==> config.mk <==
export PLATFORM = sky130hd
export DESIGN_NAME = led_status_indicator
export DESIGN_NICKNAME = d
export VERILOG_FILES = /design/src/rtl/core/lsi_pkg.sv /design/src/rtl/core/lsi_engine.sv /design/src/rtl/core/led_status_indicator.sv
export SDC_FILE = /design/constraint.sdc
export NUM_CORES = 1
export LEC_CHECK = 0
export BUFFER_PORTS_ARGS = -buffer_cell sky130_fd_sc_hd__buf_2
export CAP_MARGIN = 20
export CORE_UTILIZATION = 29
export CTS_CLUSTER_SIZE = 24
export DETAILED_ROUTE_END_ITERATION = 7
export GPL_TIMING_DRIVEN = 0
export PLACE_DENSITY = 0.4
export SLEW_MARGIN = 20
export SYNTH_ARGS = -nofsm -noshare
export SYNTH_HDL_FRONTEND = slang
export SYNTH_SLANG_ARGS = --single-unit
export TNS_END_PERCENT = 5
==> constraint.sdc <==
create_clock -name clk -period 10.15 [get_ports clk]
set_input_delay 0.5075 -clock clk [delete_from_list [all_inputs] [get_ports clk]]
set_output_delay 0.5075 -clock clk [all_outputs]
set_load 0.005 [all_outputs]
==> src/rtl/core/lsi_pkg.sv <==
package lsi_pkg;

  // Field and state widths
  localparam int unsigned ModeW  = 5;
  localparam int unsigned SelW   = 2;
  localparam int unsigned LampW  = 3;
  localparam int unsigned TicksW = 16;
  localparam int unsigned UnitW  = 6;
  localparam int unsigned CountW = 22;

  // Operation codes
  localparam logic OP_SET_MODE = 1'b0;
  localparam logic OP_TICK     = 1'b1;

  // Configuration register indexes
  localparam logic REG_LED_ENABLE = 1'b0;
  localparam logic REG_TICKS      = 1'b1;

  // Indication modes
  localparam logic [ModeW-1:0] MODE_IDLE        = 5'd0;
  localparam logic [ModeW-1:0] MODE_SCANNING    = 5'd1;
  localparam logic [ModeW-1:0] MODE_ADVERTISING = 5'd2;
  localparam logic [ModeW-1:0] MODE_WHITELIST   = 5'd3;
  localparam logic [ModeW-1:0] MODE_SLOW        = 5'd4;
  localparam logic [ModeW-1:0] MODE_DIRECTED    = 5'd5;
  localparam logic [ModeW-1:0] MODE_BONDING     = 5'd6;
  localparam logic [ModeW-1:0] MODE_CONNECTED   = 5'd7;
  localparam logic [ModeW-1:0] MODE_SENT_OK     = 5'd8;
  localparam logic [ModeW-1:0] MODE_SEND_ERR    = 5'd9;
  localparam logic [ModeW-1:0] MODE_RECV_OK     = 5'd10;
  localparam logic [ModeW-1:0] MODE_RECV_ERR    = 5'd11;
  localparam logic [ModeW-1:0] MODE_FATAL       = 5'd12;
  localparam logic [ModeW-1:0] MODE_ALERT_0     = 5'd13;
  localparam logic [ModeW-1:0] MODE_ALERT_1     = 5'd14;
  localparam logic [ModeW-1:0] MODE_ALERT_2     = 5'd15;
  localparam logic [ModeW-1:0] MODE_ALERT_3     = 5'd16;
  localparam logic [ModeW-1:0] MODE_ALERT_OFF   = 5'd17;
  localparam logic [ModeW-1:0] MODE_USER_OFF    = 5'd18;
  localparam logic [ModeW-1:0] MODE_USER_0      = 5'd19;
  localparam logic [ModeW-1:0] MODE_USER_1      = 5'd20;
  localparam logic [ModeW-1:0] MODE_USER_2      = 5'd21;
  localparam logic [ModeW-1:0] MODE_USER_3      = 5'd22;
  localparam logic [ModeW-1:0] MODE_USER_ON     = 5'd23;

  // LED masks
  localparam logic [LampW-1:0] LED1_BIT  = 3'b010;
  localparam logic [LampW-1:0] ALERT_BIT = 3'b100;
  localparam logic [LampW-1:0] ALL_BITS  = 3'b111;

  // Durations in 100 ms units
  localparam logic [UnitW-1:0] U_SCAN_ON  = 6'd4;
  localparam logic [UnitW-1:0] U_SCAN_OFF = 6'd40;
  localparam logic [UnitW-1:0] U_ADV_ON   = 6'd2;
  localparam logic [UnitW-1:0] U_ADV_OFF  = 6'd18;
  localparam logic [UnitW-1:0] U_WL_ON    = 6'd2;
  localparam logic [UnitW-1:0] U_WL_OFF   = 6'd8;
  localparam logic [UnitW-1:0] U_DIR_ON   = 6'd2;
  localparam logic [UnitW-1:0] U_DIR_OFF  = 6'd2;
  localparam logic [UnitW-1:0] U_BOND     = 6'd1;
  localparam logic [UnitW-1:0] U_XFER_OK  = 6'd1;
  localparam logic [UnitW-1:0] U_XFER_ERR = 6'd5;
  localparam logic [UnitW-1:0] U_ALERT_0  = 6'd8;
  localparam logic [UnitW-1:0] U_ALERT_1  = 6'd6;
  localparam logic [UnitW-1:0] U_ALERT_2  = 6'd4;

  typedef struct packed {
    logic             operation;
    logic [ModeW-1:0] indication;
    logic [SelW-1:0]  selected_led;
  } lsi_item_t;

  typedef struct packed {
    logic              led_enable;
    logic [TicksW-1:0] unit_len;
  } lsi_cfg_t;

  typedef struct packed {
    logic [ModeW-1:0]  stable_mode;
    logic [LampW-1:0]  lamp_bits;
    logic [CountW-1:0] blink_count;
    logic              blink_running;
    logic [CountW-1:0] alert_count;
    logic [CountW-1:0] alert_period;
    logic              alert_running;
  } lsi_state_t;

  typedef struct packed {
    lsi_state_t st;
    logic       refused;
  } lsi_update_t;

  // Duration in ticks, kept to the counter width
  function automatic logic [CountW-1:0] unit_ticks(logic [TicksW-1:0] tpu,
                                                   logic [UnitW-1:0] units);
    logic [TicksW+UnitW-1:0] prod;
    prod = {{UnitW{1'b0}}, tpu} * {{TicksW{1'b0}}, units};
    return prod[CountW-1:0];
  endfunction

  // Load the one-shot blink timer; zero length is refused
  function automatic lsi_update_t start_blink(lsi_state_t s, logic [TicksW-1:0] tpu,
                                              logic [UnitW-1:0] units);
    lsi_update_t       u;
    logic [CountW-1:0] t;
    t = unit_ticks(tpu, units);
    u.st = s;
    u.refused = 1'b0;
    if (t == '0) begin
      u.refused = 1'b1;
    end else begin
      u.st.blink_count = t;
      u.st.blink_running = 1'b1;
    end
    return u;
  endfunction

  // Toggle the chosen LED, others off but alert, then time the phase
  function automatic lsi_update_t blink_mode(lsi_state_t s, logic [LampW-1:0] sel,
                                             logic [TicksW-1:0] tpu,
                                             logic [UnitW-1:0] on_u,
                                             logic [UnitW-1:0] off_u,
                                             logic [ModeW-1:0] mode);
    lsi_state_t       w;
    logic [UnitW-1:0] units;
    w = s;
    w.lamp_bits = w.lamp_bits & (sel | ALERT_BIT);
    if ((w.lamp_bits & sel) != '0) begin
      w.lamp_bits = w.lamp_bits & ~sel;
      units = off_u;
    end else begin
      w.lamp_bits = w.lamp_bits | sel;
      units = on_u;
    end
    w.stable_mode = mode;
    return start_blink(w, tpu, units);
  endfunction

  // Alert level: LED2 on, optionally a repeating invert timer
  function automatic lsi_update_t start_alert(lsi_state_t s, logic [TicksW-1:0] tpu,
                                              logic [UnitW-1:0] units);
    lsi_update_t       u;
    logic [CountW-1:0] t;
    t = unit_ticks(tpu, units);
    u.st = s;
    u.refused = 1'b0;
    u.st.alert_running = 1'b0;
    if (t == '0) begin
      u.refused = 1'b1;
    end else begin
      u.st.alert_period = t;
      u.st.alert_count = t;
      u.st.alert_running = 1'b1;
    end
    u.st.lamp_bits = u.st.lamp_bits | ALERT_BIT;
    return u;
  endfunction

  function automatic lsi_update_t apply_mode(lsi_state_t s, logic [ModeW-1:0] mode,
                                             logic [SelW-1:0] selected,
                                             logic [TicksW-1:0] tpu);
    lsi_update_t      u;
    logic [LampW-1:0] sel;
    sel = (selected == 2'd3) ? '0 : LampW'(1 << selected);
    u.st = s;
    u.refused = 1'b0;
    case (mode)
      MODE_IDLE: begin
        u.st.lamp_bits = s.lamp_bits & ALERT_BIT;
        u.st.stable_mode = mode;
      end
      MODE_SCANNING:    u = blink_mode(s, sel, tpu, U_SCAN_ON, U_SCAN_OFF, mode);
      MODE_ADVERTISING: u = blink_mode(s, sel, tpu, U_ADV_ON, U_ADV_OFF, mode);
      MODE_WHITELIST:   u = blink_mode(s, sel, tpu, U_WL_ON, U_WL_OFF, mode);
      MODE_SLOW:        u = blink_mode(s, sel, tpu, U_SCAN_ON, U_SCAN_OFF, mode);
      MODE_DIRECTED:    u = blink_mode(s, sel, tpu, U_DIR_ON, U_DIR_OFF, mode);
      MODE_BONDING:     u = blink_mode(s, sel, tpu, U_BOND, U_BOND, mode);
      MODE_CONNECTED: begin
        u.st.lamp_bits = (s.lamp_bits & (sel | ALERT_BIT)) | sel;
        u.st.stable_mode = mode;
      end
      MODE_SENT_OK, MODE_RECV_OK: begin
        u.st.lamp_bits = s.lamp_bits ^ LED1_BIT;
        u = start_blink(u.st, tpu, U_XFER_OK);
      end
      MODE_SEND_ERR, MODE_RECV_ERR: begin
        u.st.lamp_bits = s.lamp_bits ^ LED1_BIT;
        u = start_blink(u.st, tpu, U_XFER_ERR);
      end
      MODE_FATAL: u.st.lamp_bits = ALL_BITS;
      MODE_ALERT_0: u = start_alert(s, tpu, U_ALERT_0);
      MODE_ALERT_1: u = start_alert(s, tpu, U_ALERT_1);
      MODE_ALERT_2: u = start_alert(s, tpu, U_ALERT_2);
      MODE_ALERT_3: begin
        u.st.alert_running = 1'b0;
        u.st.lamp_bits = s.lamp_bits | ALERT_BIT;
      end
      MODE_ALERT_OFF: begin
        u.st.alert_running = 1'b0;
        u.st.lamp_bits = s.lamp_bits & ~ALERT_BIT;
      end
      MODE_USER_OFF: begin
        u.st.lamp_bits = '0;
        u.st.stable_mode = mode;
      end
      MODE_USER_0: begin
        u.st.lamp_bits = sel;
        u.st.stable_mode = mode;
      end
      MODE_USER_1: begin
        u.st.lamp_bits = LED1_BIT;
        u.st.stable_mode = mode;
      end
      MODE_USER_2: begin
        u.st.lamp_bits = sel | LED1_BIT;
        u.st.stable_mode = mode;
      end
      MODE_USER_3, MODE_USER_ON: begin
        u.st.lamp_bits = ALL_BITS;
        u.st.stable_mode = mode;
      end
      default: ;
    endcase
    return u;
  endfunction

endpackage

==> src/rtl/core/lsi_engine.sv <==
module lsi_engine (
  input  logic                            clk,
  input  logic                            rst,
  input  logic                            step,
  input  lsi_pkg::lsi_item_t              item,
  input  lsi_pkg::lsi_cfg_t               cfg,
  output logic [lsi_pkg::LampW-1:0]       led_bits_next,
  output logic                            status_next
);
  import lsi_pkg::*;

  lsi_state_t  st;
  lsi_update_t upd;
  lsi_update_t re;
  lsi_state_t  w;

  // Next state for the item held in the input register
  always_comb begin
    upd.st = st;
    upd.refused = 1'b0;
    w = st;
    re = '0;
    if (item.operation == OP_SET_MODE) begin
      if (cfg.led_enable) begin
        upd = apply_mode(st, item.indication, item.selected_led, cfg.unit_len);
      end
    end else begin
      // blink timer first, stable mode reapplied on expiry
      if (w.blink_running) begin
        if (w.blink_count != '0) begin
          w.blink_count = w.blink_count - 1'b1;
        end
        if (w.blink_count == '0) begin
          w.blink_running = 1'b0;
          if (cfg.led_enable) begin
            re = apply_mode(w, w.stable_mode, item.selected_led, cfg.unit_len);
            w = re.st;
            upd.refused = re.refused;
          end
        end
      end
      // repeating alert invert
      if (w.alert_running) begin
        if (w.alert_count != '0) begin
          w.alert_count = w.alert_count - 1'b1;
        end
        if (w.alert_count == '0) begin
          w.lamp_bits = w.lamp_bits ^ ALERT_BIT;
          w.alert_count = w.alert_period;
          if (w.alert_period == '0) begin
            w.alert_running = 1'b0;
          end
        end
      end
      upd.st = w;
    end
  end

  always_ff @(posedge clk) begin
    if (rst) begin
      st <= '0;
    end else if (step) begin
      st <= upd.st;
    end
  end

  assign led_bits_next = upd.st.lamp_bits;
  assign status_next   = upd.refused;

  // A running timer never sits at zero
  a_blink_nonzero: assert property (@(posedge clk) disable iff (rst)
    st.blink_running |-> (st.blink_count != '0))
    else $error("blink timer running with zero count");

  a_alert_nonzero: assert property (@(posedge clk) disable iff (rst)
    st.alert_running |-> (st.alert_count != '0 && st.alert_period != '0))
    else $error("alert timer running with zero count or period");

  // Mode beats do nothing while LEDs are disabled
  a_disabled_hold: assert property (@(posedge clk) disable iff (rst)
    (step && item.operation == OP_SET_MODE && !cfg.led_enable) |=> $stable(st))
    else $error("mode beat changed state with LEDs disabled");

endmodule

==> src/rtl/core/led_status_indicator.sv <==
// Channel  Handshake             Payload
// in       in_valid / in_stall   operation, indication, selected_led
// out      out_valid / out_stall led_bits, status
// config   write_enable          reg_index, write_data
//
// One beat per clock sustained while out_stall is low; a result passes from the input register
// through the update logic into the result register.
// The LED state register updates as each beat leaves the input register.
// Synchronous active-high reset clears the LED and timer state and both valid flags.
// out_stall holds the result; the input register still takes a beat while it is empty.
module led_status_indicator (
  input  logic                          clk,
  input  logic                          rst,
  input  logic                          in_valid,
  output logic                          in_stall,
  input  logic                          operation,
  input  logic [lsi_pkg::ModeW-1:0]     indication,
  input  logic [lsi_pkg::SelW-1:0]      selected_led,
  output logic                          out_valid,
  input  logic                          out_stall,
  output logic [lsi_pkg::LampW-1:0]     led_bits,
  output logic                          status,
  input  logic                          write_enable,
  input  logic                          reg_index,
  input  logic [lsi_pkg::TicksW-1:0]    write_data
);
  import lsi_pkg::*;

  logic             in_full;
  lsi_item_t        item;
  lsi_cfg_t         cfg;
  logic             advance;
  logic [LampW-1:0] led_bits_next;
  logic             status_next;

  assign advance  = in_full && (!out_valid || !out_stall);
  assign in_stall = in_full && !advance;

  // Configuration registers
  always_ff @(posedge clk) begin
    if (rst) begin
      cfg <= '0;
    end else if (write_enable) begin
      case (reg_index)
        REG_LED_ENABLE: cfg.led_enable <= write_data[0];
        REG_TICKS:      cfg.unit_len <= write_data;
        default: ;
      endcase
    end
  end

  // Input register
  always_ff @(posedge clk) begin
    if (rst) begin
      in_full <= 1'b0;
    end else if (in_valid && !in_stall) begin
      in_full <= 1'b1;
    end else if (advance) begin
      in_full <= 1'b0;
    end
  end

  always_ff @(posedge clk) begin
    if (in_valid && !in_stall) begin
      item <= '{operation: operation, indication: indication,
                selected_led: selected_led};
    end
  end

  lsi_engine u_engine (
    .clk           (clk),
    .rst           (rst),
    .step          (advance),
    .item          (item),
    .cfg           (cfg),
    .led_bits_next (led_bits_next),
    .status_next   (status_next)
  );

  // Result register
  always_ff @(posedge clk) begin
    if (rst) begin
      out_valid <= 1'b0;
    end else if (advance) begin
      out_valid <= 1'b1;
    end else if (!out_stall) begin
      out_valid <= 1'b0;
    end
  end

  always_ff @(posedge clk) begin
    if (advance) begin
      led_bits <= led_bits_next;
      status   <= status_next;
    end
  end

endmodule
==> metrics.cfg <==
[timing]
max-slew-margin-rel_pct = 19.0
max_freq_ghz = 0.101
timing_worst_slew_pin_value_ns = 1.21
final_min_period_over_clock_period_pct = 97.4
clock-skew-final_ns = 0.0190
maxSlewViolCount = 0
finalSetupTns_ns = 0
report.final.hold_viol_count = 0
unrepaired_setup_endpoints_after_global_routing = no
timing.final.crit_period_ns = 9.88
final-setup-viol-count = 0

[logic_synthesis]
yosysTopAreaCellShare_pct = 13.7
post_synth_top_flop = dfxtp_1
synth.most_common_cell = nor2_1
fraction_of_the_yosys_area_taken_by_sequential_cells_pct = 13.8
ys_seq_elements = 107
yosys-top-cells-area = ha_1 14%, dfxtp_1 12%, a21oi_1 6.8%
synth.yosys.warnings = 0
synth_cell_types = 93
number_of_flops_mapped_to_enable_cells_by_yosys = 12
post_syn_instances = 2349
ys_async_sr_fraction_pct = 0
post-synth-top-area-cell = ha_1
synth_common_cells = 240 x nor2_1, 236 x nand2_1, 222 x a21oi_1
netlist_area_mm2 = 0.0165
synth.avg_cell_area_um2 = 7.00

[setup_path]
cp.required_ns = 10.38
worst_r2r_path_depth = 23
path_class = reg -> reg
cp_data_arrival_time_ns = 10.11
slowest_cell_on_the_critical_path = dfxtp_1
timing.critical_path.fanout_max = 10
end_kind = flip-flop
path_buf_inv = 9
timing.rr.end = led_bits[2]$_DFFE_PP_
critical_path.most_common_cell = clkbuf_1
path_cells = clkdlybuf4s15_1 -> inv_1 -> ha_1 -> clkbuf_1 -> inv_1 -> or4b_1 -> o221ai_1 -> nor3_1 -> or4_1 -> o21ai_1 -> or2_1 -> buf_2 -> clkbuf_1 -> clkbuf_1 -> nand2_1 -> ha_1 -> and3_1 -> nand4_1 -> clkbuf_1 -> o21ai_1 -> clkbuf_1 -> nor4b_1 -> a211oi_1
slowest_delay_ns = 0.84
category_of_cells_accounting_for_the_largest_share_of_critical_path_delay = buffers and inverters
critical_path.startpoint_type = flip-flop
r2r-start = cfg[12]$_SDFFE_PP0P_
r2r_setup_slack_ns = 0.27

[power]
irDropWorstVdd_mv = 0.0939
cellLeakagePower_nw = 7.41
power.total_mw = 1.39
powerDensity_mw_per_mm2 = 77.3

[place]
buffer_ports.inserted = 35
gp_routability_congestion = 0.981
dp_hpwl_um = 70600
placed_cells = 3149
cell_area_placed_mm2 = 0.0176

[clocking]
cts_max_path_buffers = 2
cts.htree.levels = 3
clock_latency_ns = 0.41
cts_made_buffers = 9
tritoncts_num_sinks = 107
cts.root.buffer_cell = clkbuf_16
holdBufCountCts = 0
clock_tree_from_tritoncts = built
clk_transition_reported_paths_ns = 0.08

[global_routing]
first_global_vias = 18200
grt_pass1_wl_um = 127000
antenna_violations_before_repair = 2
gr-usage-all-layers_pct = 30.3
grt_max_degree = 19
overflow = 0

[routing]
drcViolationCount = 5
drt_antenna_net_count = 0
wirelength_um = 87500
first_pass_iters = 8
viasPerCell = 6.14
routed_wire_length_per_instance_um = 27.6
drt-initial-drc-count = 2657
num_vias = 19500

[layout]
layout-drive-gt1-share_pct = 4.67
final_core_util_pct = 32.4
nFillCells = 6231
layout.area.seq_mm2 = 0.00226
area_growth_syn_to_layout_pct = 9.40
multi_input_gate_area_in_the_final_layout_mm2 = 0.0132
fin_nets = 2642
final_cell_count_no_fill = 3170
fin_area_mm2 = 0.0180

[floorplanning]
die_outline_area_mm2 = 0.0577
design.core.area_mm2 = 0.0555
die_y_um = 240
placement_rows = 86
floorplan.io_pins = 36
floorplan.die.width_um = 240
floorplan.initialDensity_pct = 29.6

[min_path]
hold_path_startpoint = operation
min_path_type = in -> reg
worst_hold_path.num_cells = 1
hold-path-endpoint = item[7]$_DFFE_PP_

[status]
failed_checks = design-rule violations
status = finished with violations

[run]
drv_cap = 0

[layout by cell type (no fill, tap or decap), types with 18 or more instances in the layout]
cell type / netlist / final
buf_2: 6 / 43
inv_1: 120 / 120
ha_1: 180 / 180
nand3_1: 67 / 67
and3_1: 24 / 24
mux2i_1: 34 / 34
clkbuf_1: 131 / 130
a221oi_1: 34 / 34
nand2_1: 236 / 236
dfxtp_1: 95 / 95
a22oi_1: 30 / 30
a21o_1: 32 / 32
xor2_1: 29 / 29
o21ai_0: 145 / 145
a222oi_1: 21 / 21
nor4_1: 29 / 28
a21oi_1: 222 / 222
xnor2_1: 51 / 51
nor2b_1: 28 / 28
o22ai_1: 27 / 27
o211ai_1: 20 / 20
and2_1: 28 / 28
nand4_1: 30 / 30
or3_1: 26 / 26
o221ai_1: 18 / 18
nor2_1: 240 / 240
nor3_1: 81 / 80
a211oi_1: 32 / 31
[registers in the layout, indices dropped and copies added (netlist names)]
register and count:
cfg 17, u_engine.st 76, in_full 1, out_valid 1, item 8, status 1
led_bits 3
[timing repair]
item | CTS | global route
endpoints found under the setup margin | 0 | 25
resized for setup | 0 | 2
buffers inserted | 0 | 3
endpoints found under the hold margin | 0 | 0
[kinds of logic after synthesis]
kind of cell / count (synthesis) / share of synthesized area [%]
other cells: 1 / 0.0228
xor+xnor: 80 / 4.26
compound gates: 761 / 30.6
fa+ha+maj: 197 / 15.8
mux: 37 / 2.27
flops: 107 / 13.8
buf+inv: 277 / 6.53
simple gates: 889 / 26.8
[cell type report]
cell class | count | share of cell area (%)
multi-input cells | 1980 | 73.3
flip-flops and latches | 107 | 12.6
well taps | 748 | 5.20
plain buffers | 155 | 3.45
inverters | 122 | 2.54
clock buffers | 11 | 1.47
repair buffers | 40 | 1.15
clock inverters | 5 | 0.236
diodes | 2 | 0.0278
[where the power goes]
group	internal, mW	leakage (nW)	total, mW	switching [mW]
logic	0.160	6.37	0.526	0.366
registers	0.442	0.888	0.468	0.0258
clock network	0.191	0.153	0.397	0.206
[stage by stage]
stage               hold WS, ns  worst slack [ns]
floorplan                 0.450              3.54
global placement          0.471             0.174
detailed placement        0.482             0.128
CTS                       0.260             0.131
global route              0.269            0.0196
finish                    0.275             0.267
[worst max path at each step]
stage	startpoint	endpoint	slack, ns	depth (start not counted)
after floorplan	item[1]$_DFFE_PP_	u_engine.st[58]$_SDFFE_PP0P_	3.54	28
after global placement	cfg[12]$_SDFFE_PP0P_	u_engine.st[0]$_SDFFE_PP0P_	0.17	25
after detailed placement	cfg[12]$_SDFFE_PP0P_	u_engine.st[0]$_SDFFE_PP0P_	0.13	25
after CTS	cfg[12]$_SDFFE_PP0P_	u_engine.st[0]$_SDFFE_PP0P_	0.13	25
after global routing	cfg[12]$_SDFFE_PP0P_	u_engine.st[26]$_SDFFE_PP0P_	0.02	27
final	cfg[12]$_SDFFE_PP0P_	led_bits[2]$_DFFE_PP_	0.27	23
[per-layer routing]
layer  global-route usage [%]  part of all wire, %
met1                     45.6                   48
met2                     43.2                   40
met3                     5.68                  8.9
met4                     7.53                  2.2
met5                        0                0.015
No activity file was read; power rests on OpenSTA's default activity.
